### config.mk
export PLATFORM = sky130hd
export DESIGN_NAME = differential_motor_mix_drive
export DESIGN_NICKNAME = d
export VERILOG_FILES = /design/src/design/dmm_pkg.sv /design/src/design/dmm_csr.sv /design/src/design/dmm_mix.sv /design/src/design/dmm_shape.sv /design/src/design/differential_motor_mix_drive.sv
export VERILOG_INCLUDE_DIRS = /design/src /design/src/design
export SDC_FILE = /design/constraint.sdc
export NUM_CORES = 1
export LEC_CHECK = 0
export ABC_AREA = 1
export ABC_CLOCK_PERIOD_IN_PS = 5900
export CORE_MARGIN = 2
export CORE_UTILIZATION = 40
export DETAILED_ROUTE_END_ITERATION = 12
export DONT_BUFFER_PORTS = 1
export SYNTH_ARGS = -nofsm -noshare
export SYNTH_HDL_FRONTEND = slang
export SYNTH_SLANG_ARGS = --single-unit
### constraint.sdc
create_clock -name clock -period 5.9 [get_ports clock]
set_input_delay 0.59 -clock clock [delete_from_list [all_inputs] [get_ports clock]]
set_output_delay 0.59 -clock clock [all_outputs]
set_load 0.02 [all_outputs]
### src/design/differential_motor_mix_drive_defines.svh
// ---------------------------------------------------------------------------
// Assertion macros for the differential motor mix drive
// Shared concurrent assertion wrappers; define NO_ASSERTIONS to drop them.
// ---------------------------------------------------------------------------
`ifndef DIFFERENTIAL_MOTOR_MIX_DRIVE_DEFINES_SVH
`define DIFFERENTIAL_MOTOR_MIX_DRIVE_DEFINES_SVH

`ifndef NO_ASSERTIONS

// Check a property on every edge outside reset
`define DMM_ASSERT(name, clk, rst, prop) \
   name: assert property (@(posedge clk) disable iff (rst) prop) \
      else $error("dmm assertion failed");

// Check a property on every edge, reset included
`define DMM_ASSERT_ALWAYS(name, clk, prop) \
   name: assert property (@(posedge clk) prop) \
      else $error("dmm assertion failed");

`else

`define DMM_ASSERT(name, clk, rst, prop)
`define DMM_ASSERT_ALWAYS(name, clk, prop)

`endif

`endif

### src/design/dmm_pkg.sv
// ---------------------------------------------------------------------------
// Differential motor mix drive package
// Configuration register layout, reset values and shared types.
// ---------------------------------------------------------------------------
package dmm_pkg;

   // Default width of each input term
   localparam int DMM_DATA_WIDTH = 16;

   // Configuration port geometry
   localparam int CSR_INDEX_WIDTH = 3;
   localparam int CSR_DATA_WIDTH  = 16;

   // Register fields widths
   localparam int LIMIT_WIDTH = 15;
   localparam int LOWER_WIDTH = 16;
   localparam int DB_WIDTH    = 15;

   // Register indexes
   typedef enum logic [CSR_INDEX_WIDTH-1:0] {
      REG_STEER_PRIORITY = 3'd0,
      REG_OUT_UPPER      = 3'd1,
      REG_OUT_LOWER      = 3'd2,
      REG_LEFT_DEADBAND  = 3'd3,
      REG_RIGHT_DEADBAND = 3'd4
   } csr_index_type;

   // Reset values
   localparam logic                          RST_STEER_PRIORITY = 1'b0;
   localparam logic [LIMIT_WIDTH-1:0]        RST_OUT_UPPER      = 15'd9000;
   localparam logic signed [LOWER_WIDTH-1:0] RST_OUT_LOWER      = -16'sd9000;
   localparam logic [DB_WIDTH-1:0]           RST_DEADBAND       = 15'd0;

   // Live configuration handed to the datapath
   typedef struct packed {
      logic                          steer_priority;
      logic [LIMIT_WIDTH-1:0]        out_upper;
      logic signed [LOWER_WIDTH-1:0] out_lower;
      logic [DB_WIDTH-1:0]           left_deadband;
      logic [DB_WIDTH-1:0]           right_deadband;
   } cfg_type;

endpackage

### src/design/dmm_csr.sv
// ---------------------------------------------------------------------------
// Configuration registers
// Write-only register bank; indexes beyond the list are ignored.
// ---------------------------------------------------------------------------
module dmm_csr (
   input  logic                                  clock,
   input  logic                                  reset,
   input  logic                                  csr_we,
   input  logic [dmm_pkg::CSR_INDEX_WIDTH-1:0]   csr_index,
   input  logic [dmm_pkg::CSR_DATA_WIDTH-1:0]    csr_wdata,
   output dmm_pkg::cfg_type                      cfg
);
   import dmm_pkg::*;

   cfg_type cfg_ff;
   cfg_type cfg_in;

   // Decode the write into the next register image
   always_comb begin
      cfg_in = cfg_ff;
      if (csr_we) begin
         unique case (csr_index)
            REG_STEER_PRIORITY: cfg_in.steer_priority = csr_wdata[0];
            REG_OUT_UPPER:      cfg_in.out_upper      = csr_wdata[LIMIT_WIDTH-1:0];
            REG_OUT_LOWER:      cfg_in.out_lower      = signed'(csr_wdata[LOWER_WIDTH-1:0]);
            REG_LEFT_DEADBAND:  cfg_in.left_deadband  = csr_wdata[DB_WIDTH-1:0];
            REG_RIGHT_DEADBAND: cfg_in.right_deadband = csr_wdata[DB_WIDTH-1:0];
            default:            cfg_in = cfg_ff;
         endcase
      end
   end

   always_ff @(posedge clock) begin
      if (reset) begin
         cfg_ff.steer_priority <= RST_STEER_PRIORITY;
         cfg_ff.out_upper      <= RST_OUT_UPPER;
         cfg_ff.out_lower      <= RST_OUT_LOWER;
         cfg_ff.left_deadband  <= RST_DEADBAND;
         cfg_ff.right_deadband <= RST_DEADBAND;
      end else begin
         cfg_ff <= cfg_in;
      end
   end

   assign cfg = cfg_ff;

endmodule

### src/design/dmm_mix.sv
// ---------------------------------------------------------------------------
// Mixing pipeline
// Stage 1 forms the base term, stage 2 mixes steering in, stage 3 clamps.
// ---------------------------------------------------------------------------
module dmm_mix #(
   parameter int DATA_WIDTH = dmm_pkg::DMM_DATA_WIDTH,
   parameter int CALC_WIDTH = ((DATA_WIDTH > 16) ? DATA_WIDTH : 16) + 3
) (
   input  logic                         clock,
   input  logic                         reset,
   input  dmm_pkg::cfg_type             cfg,
   input  logic                         in_valid,
   output logic                         in_ready,
   input  logic signed [DATA_WIDTH-1:0] balance_term,
   input  logic signed [DATA_WIDTH-1:0] speed_term,
   input  logic signed [DATA_WIDTH-1:0] steer_term,
   output logic                         out_valid,
   input  logic                         out_ready,
   output logic signed [CALC_WIDTH-1:0] left_value,
   output logic signed [CALC_WIDTH-1:0] right_value
);
   import dmm_pkg::*;

   localparam int W = CALC_WIDTH;

   logic signed [W-1:0] upper;
   logic signed [W-1:0] lower;

   logic                s1_valid_ff, s2_valid_ff, s3_valid_ff;
   logic                s1_ready, s2_ready, s3_ready;
   logic signed [W-1:0] base_ff, base_in;
   logic signed [W-1:0] str_ff, str_in;
   logic signed [W-1:0] mix_left_ff, mix_left_in;
   logic signed [W-1:0] mix_right_ff, mix_right_in;
   logic signed [W-1:0] clamp_left_ff, clamp_left_in;
   logic signed [W-1:0] clamp_right_ff, clamp_right_in;
   logic signed [W-1:0] overflow;
   logic signed [W-1:0] half;

   function automatic logic signed [W-1:0] clamp_lim(
      input logic signed [W-1:0] v,
      input logic signed [W-1:0] hi,
      input logic signed [W-1:0] lo
   );
      logic signed [W-1:0] r;
      r = (v > hi) ? hi : v;
      r = (r < lo) ? lo : r;
      return r;
   endfunction

   assign upper = {{(W-LIMIT_WIDTH){1'b0}}, cfg.out_upper};
   assign lower = {{(W-LOWER_WIDTH){cfg.out_lower[LOWER_WIDTH-1]}}, cfg.out_lower};

   // Per-stage ready: a stage moves when empty or when its successor moves
   assign s3_ready = !s3_valid_ff || out_ready;
   assign s2_ready = !s2_valid_ff || s3_ready;
   assign s1_ready = !s1_valid_ff || s2_ready;
   assign in_ready = s1_ready;

   // Stage 1: base term and widened steering
   assign base_in = {{(W-DATA_WIDTH){balance_term[DATA_WIDTH-1]}}, balance_term}
                  - {{(W-DATA_WIDTH){speed_term[DATA_WIDTH-1]}}, speed_term};
   assign str_in  = {{(W-DATA_WIDTH){steer_term[DATA_WIDTH-1]}}, steer_term};

   // Stage 2: plain sums, or hold the turning wheel at the limit
   assign overflow = base_ff - upper;
   assign half     = overflow >>> 1;

   always_comb begin
      mix_left_in  = base_ff - str_ff;
      mix_right_in = base_ff + str_ff;
      if (cfg.steer_priority && (base_ff > upper)) begin
         if (!str_ff[W-1]) begin
            mix_left_in  = upper - str_ff + half;
            mix_right_in = upper;
         end else begin
            mix_left_in  = upper;
            mix_right_in = upper + str_ff + half;
         end
      end
   end

   // Stage 3: first clamp
   assign clamp_left_in  = clamp_lim(mix_left_ff, upper, lower);
   assign clamp_right_in = clamp_lim(mix_right_ff, upper, lower);

   // Valid bits
   always_ff @(posedge clock) begin
      if (reset) begin
         s1_valid_ff <= 1'b0;
         s2_valid_ff <= 1'b0;
         s3_valid_ff <= 1'b0;
      end else begin
         if (s1_ready) begin
            s1_valid_ff <= in_valid;
         end
         if (s2_ready) begin
            s2_valid_ff <= s1_valid_ff;
         end
         if (s3_ready) begin
            s3_valid_ff <= s2_valid_ff;
         end
      end
   end

   // Payload: load only when a beat moves in
   always_ff @(posedge clock) begin
      if (s1_ready && in_valid) begin
         base_ff <= base_in;
         str_ff  <= str_in;
      end
      if (s2_ready && s1_valid_ff) begin
         mix_left_ff  <= mix_left_in;
         mix_right_ff <= mix_right_in;
      end
      if (s3_ready && s2_valid_ff) begin
         clamp_left_ff  <= clamp_left_in;
         clamp_right_ff <= clamp_right_in;
      end
   end

   assign out_valid   = s3_valid_ff;
   assign left_value  = clamp_left_ff;
   assign right_value = clamp_right_ff;

endmodule

### src/design/dmm_shape.sv
// ---------------------------------------------------------------------------
// Dead-zone and duty split pipeline
// Stage 4 adds the dead-zone offset and clamps, stage 5 splits into duties.
// ---------------------------------------------------------------------------
`include "differential_motor_mix_drive_defines.svh"

module dmm_shape #(
   parameter int DATA_WIDTH = dmm_pkg::DMM_DATA_WIDTH,
   parameter int CALC_WIDTH = ((DATA_WIDTH > 16) ? DATA_WIDTH : 16) + 3
) (
   input  logic                         clock,
   input  logic                         reset,
   input  dmm_pkg::cfg_type             cfg,
   input  logic                         in_valid,
   output logic                         in_ready,
   input  logic signed [CALC_WIDTH-1:0] left_value,
   input  logic signed [CALC_WIDTH-1:0] right_value,
   output logic                         out_valid,
   input  logic                         out_ready,
   output logic [DATA_WIDTH-2:0]        left_fwd_duty,
   output logic [DATA_WIDTH-2:0]        left_rev_duty,
   output logic [DATA_WIDTH-2:0]        right_fwd_duty,
   output logic [DATA_WIDTH-2:0]        right_rev_duty
);
   import dmm_pkg::*;

   localparam int W = CALC_WIDTH;
   localparam int DUTY_WIDTH = DATA_WIDTH - 1;
   localparam logic signed [W-1:0] MAX_DUTY = W'((2 ** DUTY_WIDTH) - 1);

   logic signed [W-1:0] upper;
   logic signed [W-1:0] lower;
   logic signed [W-1:0] left_db;
   logic signed [W-1:0] right_db;

   logic                  s4_valid_ff, s5_valid_ff;
   logic                  s4_ready, s5_ready;
   logic signed [W-1:0]   dz_left_ff, dz_left_in;
   logic signed [W-1:0]   dz_right_ff, dz_right_in;
   logic [DUTY_WIDTH-1:0] lf_ff, lf_in, lr_ff, lr_in;
   logic [DUTY_WIDTH-1:0] rf_ff, rf_in, rr_ff, rr_in;

   function automatic logic signed [W-1:0] clamp_lim(
      input logic signed [W-1:0] v,
      input logic signed [W-1:0] hi,
      input logic signed [W-1:0] lo
   );
      logic signed [W-1:0] r;
      r = (v > hi) ? hi : v;
      r = (r < lo) ? lo : r;
      return r;
   endfunction

   // Push a non-zero value away from zero by the offset
   function automatic logic signed [W-1:0] dead_zone(
      input logic signed [W-1:0] v,
      input logic signed [W-1:0] db
   );
      logic signed [W-1:0] r;
      r = v;
      if (v > 0) begin
         r = v + db;
      end else if (v < 0) begin
         r = v - db;
      end
      return r;
   endfunction

   // Magnitude, saturated to the duty range
   function automatic logic [DUTY_WIDTH-1:0] duty_mag(input logic signed [W-1:0] v);
      logic signed [W-1:0] m;
      m = v[W-1] ? -v : v;
      if (m > MAX_DUTY) begin
         m = MAX_DUTY;
      end
      return m[DUTY_WIDTH-1:0];
   endfunction

   assign upper    = {{(W-LIMIT_WIDTH){1'b0}}, cfg.out_upper};
   assign lower    = {{(W-LOWER_WIDTH){cfg.out_lower[LOWER_WIDTH-1]}}, cfg.out_lower};
   assign left_db  = {{(W-DB_WIDTH){1'b0}}, cfg.left_deadband};
   assign right_db = {{(W-DB_WIDTH){1'b0}}, cfg.right_deadband};

   assign s5_ready = !s5_valid_ff || out_ready;
   assign s4_ready = !s4_valid_ff || s5_ready;
   assign in_ready = s4_ready;

   // Stage 4: dead-zone offset, then clamp again
   assign dz_left_in  = clamp_lim(dead_zone(left_value, left_db), upper, lower);
   assign dz_right_in = clamp_lim(dead_zone(right_value, right_db), upper, lower);

   // Stage 5: forward duty for positive values, reverse otherwise
   always_comb begin
      lf_in = '0;
      lr_in = '0;
      rf_in = '0;
      rr_in = '0;
      if (dz_left_ff > 0) begin
         lf_in = duty_mag(dz_left_ff);
      end else begin
         lr_in = duty_mag(dz_left_ff);
      end
      if (dz_right_ff > 0) begin
         rf_in = duty_mag(dz_right_ff);
      end else begin
         rr_in = duty_mag(dz_right_ff);
      end
   end

   always_ff @(posedge clock) begin
      if (reset) begin
         s4_valid_ff <= 1'b0;
         s5_valid_ff <= 1'b0;
      end else begin
         if (s4_ready) begin
            s4_valid_ff <= in_valid;
         end
         if (s5_ready) begin
            s5_valid_ff <= s4_valid_ff;
         end
      end
   end

   always_ff @(posedge clock) begin
      if (s4_ready && in_valid) begin
         dz_left_ff  <= dz_left_in;
         dz_right_ff <= dz_right_in;
      end
      if (s5_ready && s4_valid_ff) begin
         lf_ff <= lf_in;
         lr_ff <= lr_in;
         rf_ff <= rf_in;
         rr_ff <= rr_in;
      end
   end

   assign out_valid      = s5_valid_ff;
   assign left_fwd_duty  = lf_ff;
   assign left_rev_duty  = lr_ff;
   assign right_fwd_duty = rf_ff;
   assign right_rev_duty = rr_ff;

   // A stalled stage 4 beat keeps its place and its value
   `DMM_ASSERT(a_s4_hold, clock, reset,
      (s4_valid_ff && !s5_ready) |=> (s4_valid_ff && $stable(dz_left_ff) && $stable(dz_right_ff)))
   // Only one direction of each wheel is driven
   `DMM_ASSERT(a_side_excl, clock, reset,
      s5_valid_ff |-> ((lf_ff == '0 || lr_ff == '0) && (rf_ff == '0 || rr_ff == '0)))
   // Reset empties both stages
   `DMM_ASSERT_ALWAYS(a_reset_empty, clock,
      reset |=> (!s4_valid_ff && !s5_valid_ff))

endmodule

### src/design/differential_motor_mix_drive.sv
// ---------------------------------------------------------------------------
// Differential motor mix drive
// Mixes balance, speed and steering terms into left/right PWM duties.
// ---------------------------------------------------------------------------
// Usage:
//   req_* carries one beat per control sample: balance, speed and steering
//   terms. rsp_* returns one beat per request with the forward and reverse
//   duties of each wheel. csr_* writes the mode, the clamp limits and the
//   per-side dead-zone offsets; write it only while no beat is in flight.
//   Pipeline: five register stages (base, mix, clamp, dead zone, split);
//   an accepted beat passes through them in order to reach rsp_tvalid.
//   Throughput: one beat per cycle while rsp_tready is high, set by the
//   pipeline, each stage a few adds or compares deep.
//   Reset clears all valid bits and loads the register reset values.
//   When rsp_tready is low, stages fill one by one and bubbles collapse;
//   req_tready drops only when all five stages hold a beat.
// ---------------------------------------------------------------------------
module differential_motor_mix_drive #(
   parameter int DATA_WIDTH = dmm_pkg::DMM_DATA_WIDTH
) (
   input  logic                                        clock,
   input  logic                                        reset,
   // Configuration write port
   input  logic                                        csr_we,
   input  logic [dmm_pkg::CSR_INDEX_WIDTH-1:0]         csr_index,
   input  logic [dmm_pkg::CSR_DATA_WIDTH-1:0]          csr_wdata,
   // Request stream
   input  logic                                        req_tvalid,
   output logic                                        req_tready,
   // balance_term, speed_term, steer_term from bit 0 up; zero padded
   input  logic [((3*DATA_WIDTH+7)/8)*8-1:0]           req_tdata,
   // Response stream
   output logic                                        rsp_tvalid,
   input  logic                                        rsp_tready,
   // left_fwd_duty, left_rev_duty, right_fwd_duty, right_rev_duty from bit 0
   output logic [((4*(DATA_WIDTH-1)+7)/8)*8-1:0]       rsp_tdata
);
   import dmm_pkg::*;

   localparam int CALC_WIDTH = ((DATA_WIDTH > 16) ? DATA_WIDTH : 16) + 3;
   localparam int RSP_WIDTH  = ((4*(DATA_WIDTH-1)+7)/8)*8;

   cfg_type                     cfg;
   logic signed [DATA_WIDTH-1:0] balance_term, speed_term, steer_term;
   logic                        mid_valid, mid_ready;
   logic signed [CALC_WIDTH-1:0] mid_left, mid_right;
   logic [DATA_WIDTH-2:0]       left_fwd_duty, left_rev_duty;
   logic [DATA_WIDTH-2:0]       right_fwd_duty, right_rev_duty;

   // Unpack the request beat
   assign balance_term = signed'(req_tdata[DATA_WIDTH-1:0]);
   assign speed_term   = signed'(req_tdata[2*DATA_WIDTH-1:DATA_WIDTH]);
   assign steer_term   = signed'(req_tdata[3*DATA_WIDTH-1:2*DATA_WIDTH]);

   dmm_csr u_csr (
      .clock     (clock),
      .reset     (reset),
      .csr_we    (csr_we),
      .csr_index (csr_index),
      .csr_wdata (csr_wdata),
      .cfg       (cfg)
   );

   dmm_mix #(
      .DATA_WIDTH (DATA_WIDTH),
      .CALC_WIDTH (CALC_WIDTH)
   ) u_mix (
      .clock        (clock),
      .reset        (reset),
      .cfg          (cfg),
      .in_valid     (req_tvalid),
      .in_ready     (req_tready),
      .balance_term (balance_term),
      .speed_term   (speed_term),
      .steer_term   (steer_term),
      .out_valid    (mid_valid),
      .out_ready    (mid_ready),
      .left_value   (mid_left),
      .right_value  (mid_right)
   );

   dmm_shape #(
      .DATA_WIDTH (DATA_WIDTH),
      .CALC_WIDTH (CALC_WIDTH)
   ) u_shape (
      .clock          (clock),
      .reset          (reset),
      .cfg            (cfg),
      .in_valid       (mid_valid),
      .in_ready       (mid_ready),
      .left_value     (mid_left),
      .right_value    (mid_right),
      .out_valid      (rsp_tvalid),
      .out_ready      (rsp_tready),
      .left_fwd_duty  (left_fwd_duty),
      .left_rev_duty  (left_rev_duty),
      .right_fwd_duty (right_fwd_duty),
      .right_rev_duty (right_rev_duty)
   );

   // Pack the response beat, zero-extended to whole bytes
   assign rsp_tdata = RSP_WIDTH'({right_rev_duty, right_fwd_duty,
                                  left_rev_duty, left_fwd_duty});

endmodule

==> flow_summary.json <==
{
  "run_status": "complete, no violations",
  "vias": 21800,
  "yosysWarnings": 0,
  "grt_pass1_vias": 20900,
  "hold_buffers": 0,
  "power_density_nw_per_um2": 272,
  "track_usage_pct": 23.9,
  "synthSimpleGateAreaFrac_pct": 21.3,
  "cts_buffer_depth": 3,
  "syn_inst": 3189,
  "clock-sinks": 274,
  "slew_headroom_pct": 32.3,
  "layout-drive-gt1-share_pct": 8.44,
  "grt_max_degree": 61,
  "cp-end-kind": "flop",
  "p_leak_uw": 0.0122,
  "antenna_found_initial": 2,
  "drt-total-wl_um": 76500,
  "drtAntennaViolNets": 0,
  "period_share_pct": 94.2,
  "synthMuxAreaShare_pct": 0,
  "dp_hpwl_um": 60800,
  "yosys.area_share.xor_xnor_pct": 4.61,
  "arrival_ps": 5870,
  "clk_latency_ps": 560,
  "synth_most_common_cell": "nand2_1",
  "vdd_drop_max_mv": 0.332,
  "synthAdderAreaFrac_pct": 18.6,
  "synth_edf_count": 207,
  "die_y_um": 253,
  "gp_congestion": 0.975,
  "synth_top_family_by_area": "simple AND/OR/NAND/NOR gates",
  "crit_type": "flop to flop",
  "yosysTopAreaCell": "edfxtp_1",
  "final-setup-viol-count": 0,
  "initial_core_util_pct": 40.3,
  "drt_iter0_drc": 2021,
  "clock.fmax_mhz": 180,
  "syn_area_um2": 24700,
  "drv_cap": 0,
  "cts_tree": "yes",
  "design.die.area_um2": 63800,
  "first_pass_iters": 6,
  "cpMaxStageDelayCell": "fa_1",
  "avgSynthCellArea_um2": 7.75,
  "critPathRequiredTime_ps": 6210,
  "place_ws_ps": -77.3,
  "viasPerCell": 5.41,
  "tightest_slew_ps": 1020,
  "io_pins": 138,
  "clk_pin_slew_worst_paths_ps": 60,
  "setup_slack_ps": 341,
  "ys.flop_type": "edfxtp_1",
  "synth_commonest_cells": "620 x nand2_1, 383 x inv_1, 315 x a21oi_1, 304 x ha_1, 244 x nor2_1",
  "hp-class": "primary input to flop",
  "die_w_um": 253,
  "power_uw": 7440,
  "wl_per_cell_um": 19.0,
  "start_kind": "flop",
  "finClkSkew_ps": 28.9,
  "cts_buffers": 34,
  "yosysSeqAreaShare_pct": 30.6,
  "critical_path.max_stage_delay_ps": 390,
  "yosys.area.top_type_share_pct": 25.2,
  "root_buffer": "clkbuf_16",
  "finalCriticalPeriod_ps": 5560,
  "synth-async-reset-ratio_pct": 0,
  "fin_util_pct": 44.5,
  "ys_top_cells_by_area": "edfxtp_1 25%, ha_1 15%, nand2_1 9.4%",
  "hold_viol": 0,
  "synth-seq-cells": 274,
  "slew_violations": 0,
  "critPathBufInv": 7,
  "io_buffers": 0,
  "ys_types": 65,
  "row_count": 91,
  "areaGrowthSynthToFinish_pct": 10.5,
  "worst-path-max-fanout": 16,
  "drc": 0,
  "htree_levels": 2,
  "gr-total-overflow": 0,
  "core_area_um2": 61400,
  "cp_top_family": "simple AND/OR/NAND/NOR gates",
  "synth-compound-area-share_pct": 16.4,
  "grt_pass1_wl_um": 118000,
  "nNetsFinal": 3636
}
==> placed cells by master, fill, tap and decap left out, types with 12 or more instances in the layout <==
cell type	netlist	layout
o21ai_1	10	15
nand3_1	186	185
a31oi_1	18	18
fa_1	39	38
clkbuf_16	0	35
a211oi_1	19	16
edfxtp_1	207	207
o221ai_1	30	29
dfxtp_1	67	66
clkinv_1	5	14
o21ai_0	221	213
ha_1	304	294
a21oi_2	6	12
xnor2_1	42	42
o21bai_1	18	18
nor3_1	48	44
nand2_1	620	620
nor2_1	244	238
inv_2	19	20
nand4_1	36	36
o211ai_1	24	24
a21oi_1	315	309
nor2_2	11	12
buf_4	25	95
inv_1	383	381
xor2_1	88	88
==> layout make-up <==
class	instances	area (um^2)
Tap cell	790	988
Fill cell	6151	34100
Antenna cell	1	2.50
Timing Repair Buffer	98	756
Sequential cell	274	7560
Clock buffer	41	908
Multi-Input combinational cell	2406	15300
Inverter	407	1530
Clock inverter	20	241
==> layer usage <==
| layer | global-route usage, % | vias up | wire length [um] |
|---|---|---|---|
| met2 | 40.3 | 705 | 35500 |
| li1 | - | 10900 | - |
| met5 | 0 | - | 0 |
| met4 | 7.69 | 0 | 2400 |
| met1 | 31.3 | 10100 | 33500 |
| met3 | 3.69 | 114 | 5110 |
==> report_power, final <==
part	internal, uW	total [uW]	switching, uW
Sequential	2220	2320	92.3
Combinational	1100	2920	1820
Clock	1320	2200	880
==> path summary, 6_finish.rpt <==
check | end | start | slack [ps] | depth (start not counted)
max | u_shape.dz_right_ff[18]$_DFFE_PP_ | u_mix.right_value[0]$_DFFE_PP_ | 340 | 37
min | u_mix.s1_valid_ff$_SDFFE_PP0N_ | reset | 100 | 1
max reg2reg | u_shape.dz_right_ff[18]$_DFFE_PP_ | u_mix.right_value[0]$_DFFE_PP_ | 340 | 37
min reg2reg | u_shape.s4_valid_ff$_SDFFE_PP0P_ | u_mix.out_valid$_SDFFE_PP0P_ | 470 | 2
==> registers in the layout, indices dropped and copies added (netlist names) <==
register and cells:
u_csr.cfg 62, u_mix.left_value 19, u_mix.mix_left_ff 19, u_mix.mix_right_ff 19
u_mix.right_value 19, u_shape.dz_left_ff 19, u_shape.dz_right_ff 19, u_mix.base_ff 17
u_mix.str_ff 16, u_shape.left_fwd_duty 15, u_shape.left_rev_duty 15, u_shape.right_fwd_duty 15
u_shape.right_rev_duty 15, u_mix.out_valid 1, u_mix.s1_valid_ff 1, u_mix.s2_valid_ff 1
u_shape.out_valid 1, u_shape.s4_valid_ff 1
==> cell families after synthesis <==
family | after synthesis
AO/OA/AOI/OAI | 714
adder cells (fa/ha/maj) | 343
AND/OR/NAND/NOR | 1213
buffers and inverters | 514
XOR/XNOR | 130
flip-flops | 274
other | 1
==> through the flow <==
step | TNS (ps) | area (um^2) | cells | hold slack (ps)
2_1_floorplan | 0 | 24700 | 3192 | 444
3_3_place_gp | 0 | 25800 | 3964 | 457
3_5_place_dp | -264 | 25800 | 3964 | 461
4_1_cts | 0 | 27000 | 4025 | 66.6
5_1_grt | -152 | 27300 | 4036 | 73.1
6_report | 0 | 27300 | 4037 | 97.3
==> what timing repair did <==
action | CTS | global route
pin swaps | 0 | 9
cloned | 0 | 2
setup buffers | 0 | 9
resized for setup | 1 | 63
setup endpoints to repair | 4 | 38
(Power assumes the default switching activity.)
